`config.mk`:
```
export PLATFORM = sky130hd
export DESIGN_NAME = circular_deque_engine
export DESIGN_NICKNAME = d
export VERILOG_FILES = /design/src/rtl/core/cde_pkg.sv /design/src/rtl/core/cde_ram.sv /design/src/rtl/core/cde_ctrl.sv /design/src/rtl/core/circular_deque_engine.sv
export VERILOG_INCLUDE_DIRS = /design/src /design/src/rtl/core
export SDC_FILE = /design/constraint.sdc
export NUM_CORES = 1
export LEC_CHECK = 0
export BUFFER_PORTS_ARGS = -buffer_cell sky130_fd_sc_hd__buf_4
export CAP_MARGIN = 20
export CORE_UTILIZATION = 24
export DETAILED_ROUTE_END_ITERATION = 16
export GPL_ROUTABILITY_DRIVEN = 0
export HOLD_SLACK_MARGIN = 0.05
export PLACE_DENSITY = 0.34
export SETUP_SLACK_MARGIN = 0.2
export SLEW_MARGIN = 10
export SYNTH_ARGS = -nofsm -noshare
export SYNTH_HDL_FRONTEND = slang
export SYNTH_SLANG_ARGS = --single-unit
```
`constraint.sdc`:
```
create_clock -name clk -period 17.5 [get_ports clk]
set_clock_uncertainty 0.05 [all_clocks]
set_input_delay 0.875 -clock clk [delete_from_list [all_inputs] [get_ports clk]]
set_output_delay 0.875 -clock clk [all_outputs]
set_load 0.005 [all_outputs]
```
`src/rtl/core/circular_deque_engine_assert.svh`:
```
// Assertion macros shared by the deque engine RTL.
// Included by files that check their own logic; no other dependencies.
`ifndef CIRCULAR_DEQUE_ENGINE_ASSERT_SVH
`define CIRCULAR_DEQUE_ENGINE_ASSERT_SVH

// Same-cycle implication, quiet during reset.
`define CDE_ASSERT_IMPLIES(label, clk, rst_n, ante, cons) \
	label: assert property (@(posedge clk) disable iff (!rst_n) (ante) |-> (cons)) \
		else $error("deque engine check failed");

// Next-cycle implication, quiet during reset.
`define CDE_ASSERT_NEXT(label, clk, rst_n, ante, cons) \
	label: assert property (@(posedge clk) disable iff (!rst_n) (ante) |=> (cons)) \
		else $error("deque engine check failed");

`endif

```
`src/rtl/core/cde_pkg.sv`:
```
// Package for the circular deque engine: constants, command codes, payload
// and control structs. No dependencies.
package cde_pkg;

	localparam int DEPTH_DEF = 16;
	localparam int DATA_W    = 32;
	localparam int CAP_W     = 5;
	localparam int CMD_W     = 3;

	typedef enum logic [CMD_W-1:0] {
		CMD_PUSH_FRONT = 3'd0,
		CMD_PUSH_BACK  = 3'd1,
		CMD_POP_FRONT  = 3'd2,
		CMD_POP_BACK   = 3'd3,
		CMD_PEEK_FRONT = 3'd4,
		CMD_PEEK_BACK  = 3'd5
	} cmd_t;

	typedef struct packed {
		logic [CMD_W-1:0]         cmd;
		logic signed [DATA_W-1:0] value;
	} req_t;

	typedef struct packed {
		logic                     ok;
		logic signed [DATA_W-1:0] data;
		logic                     empty_res;
		logic                     full_res;
	} res_t;

	// Result control handed from the pointer unit to the output stage.
	typedef struct packed {
		logic ok;
		logic use_mem;   // data comes from the ring read port
		logic fill_ones; // peek into an empty deque
		logic empty;
		logic full;
	} res_ctl_t;

endpackage

```
`src/rtl/core/cde_ram.sv`:
```
// Generic single-write, single-read synchronous RAM with registered read.
// No dependencies beyond the package defaults.
module cde_ram #(
	parameter int WIDTH = cde_pkg::DATA_W,
	parameter int DEPTH = cde_pkg::DEPTH_DEF
) (
	input  logic                     clk,
	input  logic                     we,
	input  logic [$clog2(DEPTH)-1:0] waddr,
	input  logic [WIDTH-1:0]         wdata,
	input  logic                     re,
	input  logic [$clog2(DEPTH)-1:0] raddr,
	output logic [WIDTH-1:0]         rdata
);

	logic [WIDTH-1:0] mem_q [DEPTH];

	always_ff @(posedge clk) begin
		if (we) begin
			mem_q[waddr] <= wdata;
		end
		if (re) begin
			rdata <= mem_q[raddr];
		end
	end

endmodule

```
`src/rtl/core/cde_ctrl.sv`:
```
// Pointer unit of the deque engine: head, tail, occupancy and capacity,
// ring access control. Depends on cde_pkg and the assertion header.
`include "circular_deque_engine_assert.svh"

module cde_ctrl #(
	parameter int DEPTH = cde_pkg::DEPTH_DEF
) (
	input  logic                        clk,
	input  logic                        arst_n,
	input  logic                        fire,
	input  logic [cde_pkg::CMD_W-1:0]   cmd,
	input  logic                        cfg_wr,
	input  logic [cde_pkg::CAP_W-1:0]   cfg_data,
	output logic                        we,
	output logic [$clog2(DEPTH)-1:0]    waddr,
	output logic                        re,
	output logic [$clog2(DEPTH)-1:0]    raddr,
	output cde_pkg::res_ctl_t           res_ctl
);

	localparam int PTR_W = $clog2(DEPTH);
	localparam int CNT_W = $clog2(DEPTH + 1);

	logic [PTR_W-1:0] head_q, tail_q, head_n, tail_n;
	logic [CNT_W-1:0] occ_q, occ_n, cap_q, cap_n;
	logic             empty, full;

	function automatic logic [PTR_W-1:0] ring_next(input logic [PTR_W-1:0] p,
			input logic [CNT_W-1:0] cap);
		logic [CNT_W:0] inc;
		inc = (CNT_W+1)'(p) + 1'b1;
		return (inc >= (CNT_W+1)'(cap)) ? '0 : PTR_W'(inc);
	endfunction

	function automatic logic [PTR_W-1:0] ring_prev(input logic [PTR_W-1:0] p,
			input logic [CNT_W-1:0] cap);
		return (p == '0) ? PTR_W'(cap - 1'b1) : p - 1'b1;
	endfunction

	assign empty = (occ_q == '0);
	assign full  = (occ_q >= cap_q);

	always_comb begin
		head_n  = head_q;
		tail_n  = tail_q;
		occ_n   = occ_q;
		we      = 1'b0;
		waddr   = '0;
		re      = 1'b0;
		raddr   = head_q;
		res_ctl = '0;
		unique case (cde_pkg::cmd_t'(cmd))
			cde_pkg::CMD_PUSH_FRONT, cde_pkg::CMD_PUSH_BACK: begin
				if (!full) begin
					if (empty) begin
						head_n = '0;
						tail_n = '0;
						waddr  = '0;
					end else if (cde_pkg::cmd_t'(cmd) == cde_pkg::CMD_PUSH_FRONT) begin
						head_n = ring_prev(head_q, cap_q);
						waddr  = head_n;
					end else begin
						tail_n = ring_next(tail_q, cap_q);
						waddr  = tail_n;
					end
					we          = fire;
					occ_n       = occ_q + 1'b1;
					res_ctl.ok  = 1'b1;
				end
			end
			cde_pkg::CMD_POP_FRONT, cde_pkg::CMD_POP_BACK: begin
				if (!empty) begin
					if (occ_q == CNT_W'(1)) begin
						head_n = '0;
						tail_n = '0;
					end else if (cde_pkg::cmd_t'(cmd) == cde_pkg::CMD_POP_FRONT) begin
						head_n = ring_next(head_q, cap_q);
					end else begin
						tail_n = ring_prev(tail_q, cap_q);
					end
					occ_n      = occ_q - 1'b1;
					res_ctl.ok = 1'b1;
				end
			end
			cde_pkg::CMD_PEEK_FRONT, cde_pkg::CMD_PEEK_BACK: begin
				if (empty) begin
					res_ctl.fill_ones = 1'b1;
				end else begin
					raddr = (cde_pkg::cmd_t'(cmd) == cde_pkg::CMD_PEEK_FRONT) ? head_q : tail_q;
					re              = fire;
					res_ctl.use_mem = 1'b1;
					res_ctl.ok      = 1'b1;
				end
			end
			default: begin
			end
		endcase
		res_ctl.empty = (occ_n == '0);
		res_ctl.full  = (occ_n >= cap_q);
	end

	// Clamp the written capacity into 1..DEPTH.
	always_comb begin
		if (cfg_data == '0) begin
			cap_n = CNT_W'(1);
		end else if (int'(cfg_data) > DEPTH) begin
			cap_n = CNT_W'(DEPTH);
		end else begin
			cap_n = CNT_W'(cfg_data);
		end
	end

	always_ff @(posedge clk or negedge arst_n) begin
		if (!arst_n) begin
			head_q <= '0;
			tail_q <= '0;
			occ_q  <= '0;
			cap_q  <= CNT_W'(DEPTH);
		end else if (cfg_wr) begin
			head_q <= '0;
			tail_q <= '0;
			occ_q  <= '0;
			cap_q  <= cap_n;
		end else if (fire) begin
			head_q <= head_n;
			tail_q <= tail_n;
			occ_q  <= occ_n;
		end
	end

	`CDE_ASSERT_IMPLIES(a_occ_le_cap, clk, arst_n, 1'b1, occ_q <= cap_q)
	`CDE_ASSERT_IMPLIES(a_single_same, clk, arst_n, occ_q == CNT_W'(1), head_q == tail_q)
	`CDE_ASSERT_NEXT(a_push_grows, clk, arst_n, fire && !cfg_wr && we, occ_q == $past(occ_q) + 1'b1)

endmodule

```
`src/rtl/core/circular_deque_engine.sv`:
```
// Circular deque engine: the done strobe comes in the cycle after a command is accepted.
// Throughput is one command per cycle; busy stays low, push writes and peek reads
// share the single ring RAM, and the output stage is one register behind it.
// Reset (arst_n low) empties the deque and sets capacity to DEPTH; the ring RAM
// keeps no reset and is only read at slots that hold live entries.
// Depends on cde_pkg, cde_ctrl, cde_ram and the assertion header.
`include "circular_deque_engine_assert.svh"

module circular_deque_engine #(
	parameter int DEPTH = cde_pkg::DEPTH_DEF
) (
	input  logic                      clk,
	input  logic                      arst_n,
	// command channel
	input  logic                      start,
	output logic                      busy,
	input  cde_pkg::req_t             req,
	// result channel, one-cycle strobe, no back-pressure
	output logic                      done,
	output cde_pkg::res_t             res,
	// capacity write channel
	input  logic                      cfg_valid,
	output logic                      cfg_ready,
	input  logic [cde_pkg::CAP_W-1:0] cfg_data
);

	localparam int PTR_W = $clog2(DEPTH);

	logic                      fire;
	logic                      cfg_wr;
	logic                      ram_we, ram_re;
	logic [PTR_W-1:0]          ram_waddr, ram_raddr;
	logic [cde_pkg::DATA_W-1:0] ram_rdata;
	cde_pkg::res_ctl_t         res_ctl;

	logic                      valid_s1;
	cde_pkg::res_ctl_t         ctl_s1;

	// Every command not met by a capacity write finishes its state update at the accept
	// edge, so a new transaction is taken every cycle.
	assign busy      = 1'b0;
	assign fire      = start && !busy;
	assign cfg_ready = 1'b1;
	assign cfg_wr    = cfg_valid && cfg_ready;

	// Pointer unit: decides the ring access and the flags after the step.
	cde_ctrl #(
		.DEPTH(DEPTH)
	) u_ctrl (
		.clk      (clk),
		.arst_n   (arst_n),
		.fire     (fire),
		.cmd      (req.cmd),
		.cfg_wr   (cfg_wr),
		.cfg_data (cfg_data),
		.we       (ram_we),
		.waddr    (ram_waddr),
		.re       (ram_re),
		.raddr    (ram_raddr),
		.res_ctl  (res_ctl)
	);

	// Ring store. A push writes at the accept edge; a peek in the next cycle
	// reads at the following edge, so the written word is already there.
	cde_ram #(
		.WIDTH(cde_pkg::DATA_W),
		.DEPTH(DEPTH)
	) u_ring (
		.clk   (clk),
		.we    (ram_we),
		.waddr (ram_waddr),
		.wdata (req.value),
		.re    (ram_re),
		.raddr (ram_raddr),
		.rdata (ram_rdata)
	);

	// Output stage: hold the result control alongside the RAM read cycle.
	always_ff @(posedge clk or negedge arst_n) begin
		if (!arst_n) begin
			valid_s1 <= 1'b0;
		end else begin
			valid_s1 <= fire;
		end
	end

	always_ff @(posedge clk) begin
		if (fire) begin
			ctl_s1 <= res_ctl;
		end
	end

	// Assemble the result: peeked word from the RAM, all ones for a peek into
	// an empty deque, zero for everything else.
	always_comb begin
		res.ok        = ctl_s1.ok;
		res.empty_res = ctl_s1.empty;
		res.full_res  = ctl_s1.full;
		if (ctl_s1.use_mem) begin
			res.data = ram_rdata;
		end else if (ctl_s1.fill_ones) begin
			res.data = '1;
		end else begin
			res.data = '0;
		end
	end

	assign done = valid_s1;

	`CDE_ASSERT_NEXT(a_done_follows, clk, arst_n, fire, done)
	`CDE_ASSERT_NEXT(a_no_spurious_done, clk, arst_n, !fire, !done)
	`CDE_ASSERT_IMPLIES(a_flags_exclusive, clk, arst_n, done, !(res.empty_res && res.full_res))

endmodule
```
== Word level (Yosys, flattened, before mapping) ==
Memory sizes are Yosys's and may differ from the RTL's. A register that Yosys moved wholly into a read port is not among the register bits.
Index checks and enable logic that the tools add are counted.
Word-level totals
  output and inout bits: 38
  register bits: 24
  memory bits (writable): 512
  memories kept: 1
  word-level logic and storage cells: 97
Memories
  u_ring.mem_q: depth 16, bits a word 32, rd ports 1, clocked after Yosys merged registers in 1, wr ports 1, RTL line cde_ram.sv:16  | logic [WIDTH-1:0] mem_q [DEPTH];
Operators by class
  mux-type cells: 49
  order comparisons: 5
  add/sub/neg operators: 7
  reductions and logical operators: 13
  equality and inequality tests: 12
Operator list (count)
  $mux W4: 27
  $mux W32: 2
  $mux W5: 6
  $ge A5 B5 Y1: 4
  $pmux W4 S2: 2
  $logic_not A5 Y1: 3
  $reduce_and A6 Y1: 2
  $sub A4 B1 Y4 const B: 3
  $add A4 B1 Y5 const B: 2
  $pmux W5 S2: 1
  $mux W1: 9
  $logic_not A4 Y1: 2
  $ne A4 B2 Y1 const B: 2
  $ne A4 B3 Y1 const B: 2
  $eq A3 B2 Y1 const B: 2
  $eq A3 B3 Y1 const B: 2
  $ne A3 B3 Y1 const B: 2
  $reduce_or A2 Y1: 3
  $add A5 B1 Y5 const B: 1
  $eq A5 B1 Y1 const B: 1
  $gt A5 B5 Y1 const B: 1
  $sub A5 B1 Y5 const B: 1
  $eq A3 B1 Y1 const B: 1
  $logic_not A3 Y1: 1
  other kinds (4): 4

== Logic depth before layout (Yosys ltp) ==
Gate-level depths: netlist of the first run.
  depth after elaboration: 9
  gate-level depth with buffers: 14
  mapped depth without buffers: 13

== Hierarchy ==
A second synthesis of the first run with hierarchy kept.
Second synthesis, totals
  cells, all modules: 1168
  area, all modules: 23176.0 µm²
Modules (own cells, without submodules)
  cde_ram: cells each 838, instances 1, area each 20155.6 µm²
  cde_ctrl: cells each 278, instances 1, area each 2240.9 µm²
  circular_deque_engine: cells each 52, instances 1, area each 779.5 µm²

== Worst setup path before layout of the first run ==
Ideal clock, no wire load.
  path type: flip-flop to flip-flop
  from: reg u_ctrl.tail_q[0]
  to: mem u_ring.mem_q[1][0] in the netlist's numbering (enable)
  arrival: 5.246 ns
  stages on the path, launching flop included: 14
  slack: 11.743 ns
  library setup time: 0.461 ns
  period minus slack after synthesis: 5.757 ns
  required time: 16.989 ns
  cell sequence: dfrtp_1 clkbuf_1 inv_1 clkbuf_1 buf_1 clkbuf_1 ha_1 ha_1 nand2_1 o21ai_0 a31oi_1 a31o_2 nand3b_1 nor3_1
On the way
  longest elaborated chain between the ends: 7
RTL lines
  start, declared: RTL line cde_ctrl.sv:24  | logic [PTR_W-1:0] head_q, tail_q, head_n, tail_n;
  start signal, assigned: RTL line cde_ctrl.sv:126  | tail_q <= tail_n;
  $add A4 B1 Y5 (*): RTL line cde_ctrl.sv:31  | inc = (CNT_W+1)'(p) + 1'b1;
  $ge A5 B5 Y1: RTL line cde_ctrl.sv:32  | return (inc >= (CNT_W+1)'(cap)) ? '0 : PTR_W'(inc);
  $mux W4 (*): RTL line cde_ctrl.sv:32
  $mux W4 (*): RTL line cde_ctrl.sv:59  | end else if (cde_pkg::cmd_t'(cmd) == cde_pkg::CMD_PUSH_FRONT) begin
  $mux W4 (*): RTL line cde_ctrl.sv:55  | if (empty) begin
  $mux W4 (*): RTL line cde_ctrl.sv:54  | if (!full) begin
  $mux W4 (*): RTL line cde_ctrl.sv:52  | unique case (cde_pkg::cmd_t'(cmd))
  end, declared: RTL line cde_ram.sv:16
Mark *: on every way between the ends. The rest lies on a longest branch, timed or not.

== Worst setup path in the final report of the first run ==
  from: reg u_ctrl.tail_q[1]
  to: mem u_ring.mem_q[12][27] in the netlist's numbering (enable)
The elaborated chain is that of the path after synthesis.

==> flow_metrics.py, run 1 <==
metrics = {
    "floorplan": {
        "die_width_um": 348,
        "rows": 126,
        "core_um2": 118000,
        "die_height_um": 348,
        "initial_core_util": 0.243,
        "io_pins": 82,
        "fp.dieArea_um2": 121000,
    },
    "global_route": {
        "grt_pass1_vias": 20900,
        "grt_pass1_wl_um": 150000,
        "grt_use_total": 0.171,
        "grt_max_degree": 152,
        "antenna_found_initial": 5,
        "grt_overflow": 0,
    },
    "setup_path": {
        "crit_type": "reg2reg",
        "critical_path_buf_inv_count": 2,
        "required_ns": 17.71,
        "crit_path_max_incr_delay_ns": 0.90,
        "crit_family": "buffers and inverters",
        "slowest_stage": "clkinv_1",
        "cp_common_cell": "ha_1",
        "cp_cell_sequence": "clkinv_1 > ha_1 > ha_1 > nand2_1 > o21ai_0 > a31oi_1 > o2bb2ai_1 > nand3_1 > nor2_4 > buf_4",
        "startpoint_type": "register",
        "arrival_ns": 5.87,
        "endpoint_kind": "register",
        "cp_max_fo": 46,
    },
    "synth": {
        "syn_area_um2": 28700,
        "synth_top_area_frac": 0.574,
        "synth_enable_flop_cells": 549,
        "synth_cells": 2370,
        "synth_top_cell_by_area": "edfxtp_1",
        "yosys-top-cells-count": "549 x edfxtp_1, 299 x o21ai_0, 270 x mux2i_1",
        "synth_nets": 2443,
        "syn_area_per_cell_um2": 12.1,
        "synth_flop_cell": "edfxtp_1",
        "ys_warn_count": 0,
        "async_reset_ff_frac": 0.0335,
        "synthMostInstantiatedCell": "edfxtp_1",
        "yosys_register_bits": 568,
        "yosysUniqueCellTypes": 70,
        "netlist_top_cells_area": "edfxtp_1 57%, mux2i_1 9.4%, o21ai_0 5.2%",
        "ys_seq_area_frac": 0.590,
    },
    "final_layout": {
        "regArea_um2": 17000,
        "nets": 2439,
        "multiInputGateArea_um2": 10800,
        "utilization": 0.282,
        "drive_gt1_frac": 0.118,
        "num-fill-cells": 12100,
        "syn_to_final_growth_pct": 16.1,
    },
    "sta": {
        "max_freq_mhz": 177,
        "tightest_slew_ns": 1.05,
        "final_hold_viol_count": 0,
        "slew_violations": 0,
        "period_needed_ns": 5.66,
        "post-route-period-util": 0.323,
        "finalSetupViolCount": 0,
        "fin_hold_ws_ns": 0.409,
        "grt_setup_unrepaired": "false",
        "fin_setup_tns_ns": 0,
        "slew_headroom": 0.301,
    },
    "worst_hold_path": {
        "hold_class": "in2reg",
    },
    "clock_network": {
        "cts_resized": 0,
        "cts_tree": "built",
        "cts.sinks": 568,
        "post_cts_buffers": 0,
        "path_clk_slew_ns": 0.06,
        "clk_latency_ns": 0.64,
        "numCtsBuffers": 73,
        "cts_buffer_depth": 3,
        "cts_root_buf": "clkbuf_16",
        "cts_max_level": 3,
    },
    "power_and_ir_drop": {
        "leakagePower_nw": 10.6,
        "vdd_ir_drop_max_v": 0.0000571,
        "internal-power_w": 0.00254,
        "pwr-share-seq": 0.439,
        "swShare": 0.277,
        "p_comb_frac": 0.151,
        "clkPwrFrac": 0.410,
        "cellPowerDensity_nw_per_um2": 105,
        "p_switching_w": 0.000971,
    },
    "routing": {
        "drt-total-wl_um": 105000,
        "drc": 0,
        "drt_iter0_markers": 1461,
        "via_per_inst": 5.12,
        "num_vias": 20600,
        "drt-wirelength-per-cell_um": 26.1,
        "dr.pass1.iters": 5,
        "ant_nets": 0,
    },
    "placed_design": {
        "io_buffers": 79,
        "place_hpwl_um": 61800,
    },
    "outcome": {
        "outcome": "complete, no violations",
    },
    "flow_run": {
        "drv_cap": 0,
    },
}
placed cells by master, fill, tap and decap left out, types with 13 or more instances in the layout:
| cell | count |
|---|---|
| a2111oi_0 | 40 |
| a211oi_1 | 66 |
| a21o_1 | 33 |
| a21oi_1 | 108 |
| a221o_1 | 16 |
| a221oi_1 | 40 |
| buf_4 | 127 |
| clkbuf_1 | 15 |
| clkbuf_16 | 77 |
| clkinv_1 | 16 |
| clkinv_2 | 13 |
| edfxtp_1 | 549 |
| ha_1 | 29 |
| inv_1 | 67 |
| mux2i_1 | 269 |
| nand2_1 | 99 |
| nand3_1 | 33 |
| nor2_1 | 29 |
| nor2_4 | 15 |
| nor2b_1 | 69 |
| nor3_1 | 59 |
| o211ai_1 | 173 |
| o21ai_0 | 299 |
| o31a_1 | 13 |
metal layers:
metal / track usage / part of all wire
met4: 0.0473 / 0.021
met2: 0.278 / 0.46
met3: 0.0264 / 0.048
met5: 0 / 0.00020
met1: 0.234 / 0.47
path summary, 6_finish.rpt:
check                            startpoint                   end  slack, ns  depth (start not counted)
max                        u_ctrl.tail_q[1]  u_ring.mem_q[12][27]      11.84                         10
min                             cfg_data[2]       u_ctrl.cap_q[2]       0.41                          3
max reg2reg                u_ctrl.tail_q[1]  u_ring.mem_q[12][27]      11.84                         10
min reg2reg                 u_ctrl.occ_q[0]       u_ctrl.occ_q[0]       0.60                          2
max in group asynchronous            arst_n       u_ctrl.cap_q[4]      16.47                          2
min in group asynchronous            arst_n       u_ctrl.occ_q[2]       0.61                          2
power by group through the flow:
stage | Clock, W | Combinational, W | Sequential, W
final | 0.00144 | 0.000532 | 0.00154
after global routing | 0.00153 | 0.000582 | 0.00154
after CTS | 0.00149 | 0.000539 | 0.00154
after detailed placement | 0 | 0.000537 | 0.00157
after global placement | 0 | 0.000531 | 0.00157
after floorplan | 0 | 0.000344 | 0.00155
flip-flops by register name, summed over array words and instances, names as in the netlist:
name / cells
u_ring.mem_q: 512
u_ring.rdata: 32
u_ctrl.cap_q: 5
u_ctrl.occ_q: 5
u_ctrl.head_q: 4
u_ctrl.tail_q: 4
res: 3
ctl_s1: 2
done: 1
cell families after synthesis:
group / after synthesis / synth area share
and+or+nand+nor: 353 / 0.0614
AOI/OAI and AO/OA: 851 / 0.195
muxes: 275 / 0.0964
buffers and inverters: 284 / 0.0412
adders and majority gates: 29 / 0.0126
DFF: 568 / 0.590
xor gates and xnor gates: 8 / 0.00244
other: 2 / 0.000261
through the flow:
step	std cells	instance area, µm²	setup slack [ns]	total power [W]
after detailed placement	3887	31100	11.73	0.00211
after global routing	4019	33300	11.51	0.00366
after CTS	4016	33300	11.69	0.00357
after floorplan	2370	28700	11.74	0.00189
final	4022	33400	11.84	0.00351
after global placement	3885	31000	11.82	0.00210
worst reg2reg max path, cell delays in order (launching register included):
cell and delay (ns):
dfrtp_4 0.86, clkinv_1 0.92, ha_1 0.66, ha_1 0.29, nand2_1 0.06, o21ai_0 0.08, a31oi_1 0.41, o2bb2ai_1 0.28
nand3_1 0.41, nor2_4 0.69, buf_4 0.56
timing repair:
action / in CTS / in global routing
endpoints found under the setup margin: 0 / 0
hold buffers: 1 / 0
hold endpoints to repair: 8 / 0
area by class of cell:
cell class / instances / area share
Tap cell: 1600 / 0.0600
Multi-Input combinational cell: 1518 / 0.323
Timing Repair Buffer: 134 / 0.0323
Clock buffer: 92 / 0.0595
Inverter: 71 / 0.00807
Sequential cell: 568 / 0.509
Antenna cell: 3 / 0.000225
Clock inverter: 36 / 0.00769
No activity file was read; power rests on OpenSTA's default activity.
==> inputs of run 2 (changes only) <==
--- a/config.mk
+++ b/config.mk
@@ -6,6 +6,7 @@
 export SDC_FILE = /design/constraint.sdc
 export NUM_CORES = 1
 export LEC_CHECK = 0
+export ABC_AREA = 1
 export BUFFER_PORTS_ARGS = -buffer_cell sky130_fd_sc_hd__buf_4
 export CAP_MARGIN = 20
 export CORE_UTILIZATION = 24
==> constraint.sdc (replaced) <==
create_clock -name clk -period 5.35 [get_ports clk]
set_clock_uncertainty 0.05 [all_clocks]
set_input_delay 0.2675 -clock clk [delete_from_list [all_inputs] [get_ports clk]]
set_output_delay 0.2675 -clock clk [all_outputs]
set_load 0.005 [all_outputs]
==> flow_metrics.py, run 2 <==
metrics = {
    "final_layout": {
        "stdcell_area_um2": 31200,
        "largest_register": "u_ring.mem_q",
        "drive_gt1_frac": 0.0979,
        "utilization": 0.290,
        "final_cell_mix": "549 x edfxtp_1, 548 x nand3_1, 545 x nand2_1, 468 x inv_1, 111 x buf_4",
        "reg_top3": "u_ring.mem_q: 512 flops, u_ring.rdata: 32 flops",
        "num-fill-cells": 11100,
        "final_cells": 4111,
        "largest_reg_flops": 512,
        "regArea_um2": 17000,
        "nets": 2731,
        "multiInputGateArea_um2": 6910,
        "layout_commonest_cell": "edfxtp_1",
        "diodes": 0,
        "syn_to_final_growth_pct": 19.2,
    },
    "synth": {
        "yosysUniqueCellTypes": 37,
        "synth_top_cell_by_area": "edfxtp_1",
        "async_reset_ff_frac": 0.0335,
        "ys_warn_count": 0,
        "synth_top_family_by_area": "simple AND/OR/NAND/NOR gates",
        "synth_flop_cell": "edfxtp_1",
        "synthAdderAreaFrac": 0.0139,
        "ys_seq_area_frac": 0.648,
        "synth_cells": 2548,
        "synth_nets": 2621,
        "yosys.area_share.xor_xnor": 0.00401,
        "synth_enable_flop_cells": 549,
        "yosys.area_share.simple": 0.225,
        "syn_area_um2": 26200,
        "netlist_top_cells_area": "edfxtp_1 63%, nand3_1 10%, nand2_1 7.8%",
        "synth_top_area_frac": 0.630,
        "muxShareOfSynthArea": 0,
        "synthMostInstantiatedCell": "edfxtp_1",
        "yosys-top-cells-count": "549 x edfxtp_1, 548 x nand3_1, 546 x nand2_1",
        "syn_area_per_cell_um2": 10.3,
        "synth_compound_area_frac": 0.0133,
        "yosys_register_bits": 568,
    },
    "routing": {
        "drc": 0,
        "ant_nets": 0,
        "via_per_inst": 4.40,
        "drt-wirelength-per-cell_um": 21.5,
        "drt-total-wl_um": 88200,
        "num_vias": 18100,
        "drt_iter0_markers": 1212,
        "dr.pass1.iters": 5,
    },
    "sta": {
        "max_freq_mhz": 252,
        "period_needed_ns": 3.97,
        "finalSetupViolCount": 0,
        "fin_setup_tns_ns": 0,
        "slew_violations": 0,
        "slew_headroom": 0.306,
        "post-route-period-util": 0.742,
        "timing.final.ws_setup_ns": 1.38,
        "tightest_slew_ns": 1.04,
        "final_hold_viol_count": 0,
        "grt_setup_unrepaired": "false",
    },
    "global_route": {
        "grt_pass1_wl_um": 130000,
        "grt_max_degree": 83,
        "grt_pass1_vias": 18600,
        "grt_use_total": 0.159,
        "grt_overflow": 0,
        "antenna_found_initial": 0,
    },
    "setup_path": {
        "rr_worst_depth": 14,
        "arrival_ns": 4.20,
        "crit_type": "reg2reg",
        "cp_max_fo": 17,
        "r2r_slack_ns": 1.38,
        "worstReg2RegEnd": "u_ring.mem_q[6][14]",
        "startpoint_type": "register",
        "required_ns": 5.58,
        "crit_path_max_incr_delay_ns": 0.56,
        "cp_common_cell": "nand2_1",
        "cp_cell_sequence": "inv_1 > ha_1 > nand2_1 > inv_2 > nand2_1 > nand2_1 > nor2_2 > nand2_1 > nor2_1 > nand3_1 > nor2_1 > nand2_1 > nor2_4 > buf_4",
        "startpoint": "u_ctrl.cap_q[4]",
        "timing.rr.start": "u_ctrl.cap_q[4]",
        "endpoint_kind": "register",
        "slowest_stage": "nor2_4",
    },
    "outcome": {
        "outcome": "complete, no violations",
    },
    "clock_network": {
        "cts_buffer_depth": 3,
        "cts_root_buf": "clkbuf_16",
        "cts_max_level": 3,
        "numCtsBuffers": 72,
        "cts.sinks": 568,
        "clk_latency_ns": 0.64,
        "cts_resized": 0,
        "path_clk_slew_ns": 0.06,
        "cts_tree": "built",
    },
    "floorplan": {
        "core_um2": 108000,
        "die_width_um": 332,
        "rows": 120,
        "io_pins": 82,
        "initial_core_util": 0.243,
        "fp.dieArea_um2": 110000,
        "die_height_um": 332,
    },
    "flow_run": {
        "drv_cap": 0,
    },
    "worst_hold_path": {
        "whs_path_depth": 5,
        "hold_path_startpoint": "req[32]",
        "hold_class": "in2reg",
        "whs_endpoint": "u_ctrl.head_q[3]",
    },
    "placed_design": {
        "io_buffers": 79,
        "place_area_um2": 28400,
        "dp.cells": 3937,
        "post-place-ws_ns": 1.33,
        "place_hpwl_um": 50100,
    },
    "power_and_ir_drop": {
        "vdd_ir_drop_max_v": 0.000224,
        "leakagePower_nw": 12.8,
        "cellPowerDensity_nw_per_um2": 405,
    },
}
## run 2: changes by cell type after synthesis, moves of 89 or more
cell and change:
o211ai_1 -173, inv_1 +401, a21oi_1 -100, mux2i_1 -270
nand2_1 +447, o21ai_0 -268, clkbuf_1 -101, nand3b_1 +89
nand3_1 +515
## run 2: cells by family after synthesis
group	Yosys count
adders and majority gates	29
buffers and inverters	611
DFF	568
AOI/OAI and AO/OA	62
xor gates and xnor gates	12
and+or+nand+nor	1264
other	2
## run 2: final cells by class
cell class | instances | area share
inverters | 477 | 0.0574
multi-input cells | 1369 | 0.222
clock buffers | 87 | 0.0596
well taps | 1403 | 0.0563
flip-flops and latches | 568 | 0.544
repair buffers | 170 | 0.0494
clock inverters | 37 | 0.0121
## run 2: worst max-delay path: cells and delay by family (launching register included)
| kind | cells | cell delay, ns |
|---|---|---|
| simple gates | 10 | 2.08 |
| fa+ha+maj | 1 | 0.35 |
| flops | 1 | 0.51 |
| buf+inv | 3 | 0.60 |
## run 2: how the worst max path moves through the flow
| stage | end | cells past startpoint |
|---|---|---|
| 2_1_floorplan | u_ring.mem_q[11][0] | 14 |
| 3_3_place_gp | u_ring.mem_q[13][9] | 15 |
| 3_5_place_dp | u_ring.mem_q[6][20] | 14 |
| 4_1_cts | u_ring.mem_q[6][20] | 14 |
| 5_1_grt | u_ring.mem_q[6][14] | 14 |
| 6_report | u_ring.mem_q[6][14] | 14 |
## run 2: report_power, final
part | leakage [nW] | switching (W) | internal [W]
clock | 1.08 | 0.00201 | 0.00269
sequential | 5.20 | 0.0000502 | 0.00499
combinational | 6.53 | 0.00207 | 0.000828
## run 2: what timing repair did
action | CTS | global route
hold endpoints to repair | 549 | 0
buffers inserted | 0 | 0
hold buffers | 48 | 0
## run 2: metrics by stage
stage | hold WS (ns) | power, W
floorplan | -0.0781 | 0.00694
detailed placement | 0.133 | 0.00806
global placement | 0.126 | 0.00808
global route | 0.103 | 0.0133
finish | 0.0901 | 0.0126
CTS | 0.0629 | 0.0129
## run 2: metal layers
layer / part of all wire / vias to the layer above / GRT usage
li1: - / 8651 / -
met1: 0.46 / 8997 / 0.210
met2: 0.48 / 344 / 0.272
met3: 0.032 / 107 / 0.0206
met4: 0.021 / 0 / 0.0447
met5: 0 / - / 0
==> inputs of run 3 (changes only) <==
==> constraint.sdc (replaced) <==
create_clock -name clk -period 3.9 [get_ports clk]
set_clock_uncertainty 0.05 [all_clocks]
set_input_delay 0.195 -clock clk [delete_from_list [all_inputs] [get_ports clk]]
set_output_delay 0.195 -clock clk [all_outputs]
set_load 0.005 [all_outputs]
==> flow_metrics.py, run 3 (synthesis gave the netlist of run 2 again) <==
metrics = {
    "clock_network": {
        "clk_latency_ns": 0.61,
        "cts_max_level": 3,
        "cts_root_buf": "clkbuf_16",
        "path_clk_slew_ns": 0.06,
        "cts_tree": "built",
        "cts.sinks": 568,
        "numCtsBuffers": 71,
        "cts_buffer_depth": 3,
    },
    "power_and_ir_drop": {
        "clkPwrFrac": 0.361,
        "p_comb_frac": 0.234,
        "vdd_ir_drop_max_v": 0.000232,
        "leakagePower_nw": 12.9,
        "internal-power_w": 0.0117,
        "pwr-share-seq": 0.404,
        "swShare": 0.318,
        "p_switching_w": 0.00544,
        "cellPowerDensity_nw_per_um2": 544,
    },
    "sta": {
        "slew_headroom": 0.577,
        "tightest_slew_ns": 0.632,
        "slew_violations": 0,
        "finalSetupViolCount": 0,
        "grt_setup_unrepaired": "false",
        "period_needed_ns": 3.48,
        "final_hold_viol_count": 0,
        "fin_setup_tns_ns": 0,
        "max_freq_mhz": 287,
        "timing.final.ws_setup_ns": 0.420,
        "post-route-period-util": 0.892,
    },
    "global_route": {
        "antenna_found_initial": 1,
        "use_met1": 0.191,
        "grt_pass1_vias": 18100,
        "grt_max_degree": 81,
        "use_met2": 0.258,
        "grt_pass1_wl_um": 122000,
        "use_met3": 0.0199,
        "grt_overflow": 0,
        "grt-busiest-layer": "met2",
        "grt_use_total": 0.148,
    },
    "final_layout": {
        "num-fill-cells": 11100,
        "drive_gt1_frac": 0.101,
        "final_cell_mix": "549 x edfxtp_1, 548 x nand3_1, 542 x nand2_1, 468 x inv_1, 103 x buf_4",
        "regArea_um2": 17000,
        "syn_to_final_growth_pct": 20.1,
        "diodes": 0,
        "largest_register": "u_ring.mem_q",
        "largest_reg_flops": 512,
        "reg_top3": "u_ring.mem_q: 512 flops, u_ring.rdata: 32 flops",
        "nets": 2741,
        "layout_commonest_cell": "edfxtp_1",
        "multiInputGateArea_um2": 6920,
    },
    "placed_design": {
        "io_buffers": 79,
        "place_hpwl_um": 46300,
        "post-place-ws_ns": 0.378,
    },
    "flow_run": {
        "drv_cap": 0,
    },
    "worst_hold_path": {
        "hold_path_startpoint": "cfg_valid",
        "whs_path_depth": 3,
        "hold_class": "in2reg",
    },
    "setup_path": {
        "startpoint_type": "register",
        "timing.rr.start": "u_ctrl.tail_q[0]",
        "endpoint_kind": "register",
        "cp_max_fo": 17,
        "endpoint": "u_ring.mem_q[3][18]",
        "required_ns": 4.12,
        "rr_worst_depth": 15,
        "startpoint": "u_ctrl.tail_q[0]",
        "arrival_ns": 3.70,
        "r2r_slack_ns": 0.42,
        "worstReg2RegEnd": "u_ring.mem_q[3][18]",
        "crit_type": "reg2reg",
    },
    "floorplan": {
        "core_um2": 108000,
        "rows": 120,
        "fp.dieArea_um2": 110000,
        "die_width_um": 332,
        "die_height_um": 332,
        "io_pins": 82,
        "initial_core_util": 0.243,
    },
    "routing": {
        "drt_iter0_markers": 948,
        "via_per_inst": 4.34,
        "dr.pass1.iters": 5,
        "num_vias": 17900,
        "ant_nets": 0,
        "drc": 0,
        "drt-wirelength-per-cell_um": 19.9,
        "drt-total-wl_um": 81900,
    },
    "outcome": {
        "outcome": "complete, no violations",
    },
}
-- run 3: worst min-delay path by stage --
stage / slack, ns / endpoint
floorplan: -0.15 / done
global placement: 0.07 / u_ctrl.head_q[2]
detailed placement: 0.06 / u_ctrl.head_q[1]
CTS: 0.31 / u_ctrl.cap_q[1]
global route: 0.34 / u_ctrl.cap_q[2]
finish: 0.35 / u_ctrl.cap_q[2]
-- run 3: power by group through the flow --
stage	clock, W	sequential, W	combinational, W
after global placement	0	0.00704	0.00408
after floorplan	0	0.00702	0.00251
final	0.00618	0.00691	0.00400
after global routing	0.00661	0.00692	0.00448
after detailed placement	0	0.00704	0.00407
after CTS	0.00641	0.00691	0.00412
-- run 3: final cells by class --
| type | count | share of cell area |
|---|---|---|
| Sequential cell | 568 | 0.540 |
| Timing Repair Buffer | 181 | 0.0593 |
| Multi-Input combinational cell | 1369 | 0.220 |
| Clock buffer | 87 | 0.0605 |
| Inverter | 477 | 0.0570 |
| Clock inverter | 38 | 0.00748 |
| Tap cell | 1403 | 0.0559 |
-- run 3: per-stage QoR --
stage          hold WS, ns  std cells  cell area, µm²   util  total power, W
2_1_floorplan       -0.151       2548           26200      -         0.00952
3_3_place_gp        0.0672       3950           28800  0.267          0.0111
3_5_place_dp        0.0626       3950           28800  0.267          0.0111
4_1_cts              0.309       4122           31400  0.292          0.0174
5_1_grt              0.340       4123           31400  0.292          0.0180
6_report             0.355       4123           31400  0.292          0.0171
-- run 3: what timing repair did --
item	in CTS	in global routing
gates resized for setup	0	4
endpoints found under the hold margin	550	0
setup buffers	0	0
hold buffers	47	0
endpoints found under the setup margin	0	276
-- run 3: worst max-delay path, cell delays in order, from the launching register on --
cell and delay, ns:
dfrtp_1 0.47, inv_1 0.18, ha_1 0.39, ha_1 0.30, nand2_1 0.07, nor2_1 0.04, nand2_1 0.05, nand2_1 0.05
nor2_1 0.30, nand2_1 0.13, nand2_1 0.08, nand3_1 0.17, inv_2 0.13, nand3_1 0.20, nor2_4 0.16, buf_4 0.32
-- run 3: metal layers --
layer	part of all wire	up-vias	wire length, µm
met5	0	-	0
met4	0.020	0	1610
met3	0.030	101	2420
met2	0.49	283	40300
met1	0.46	8837	37600
li1	-	8675	-
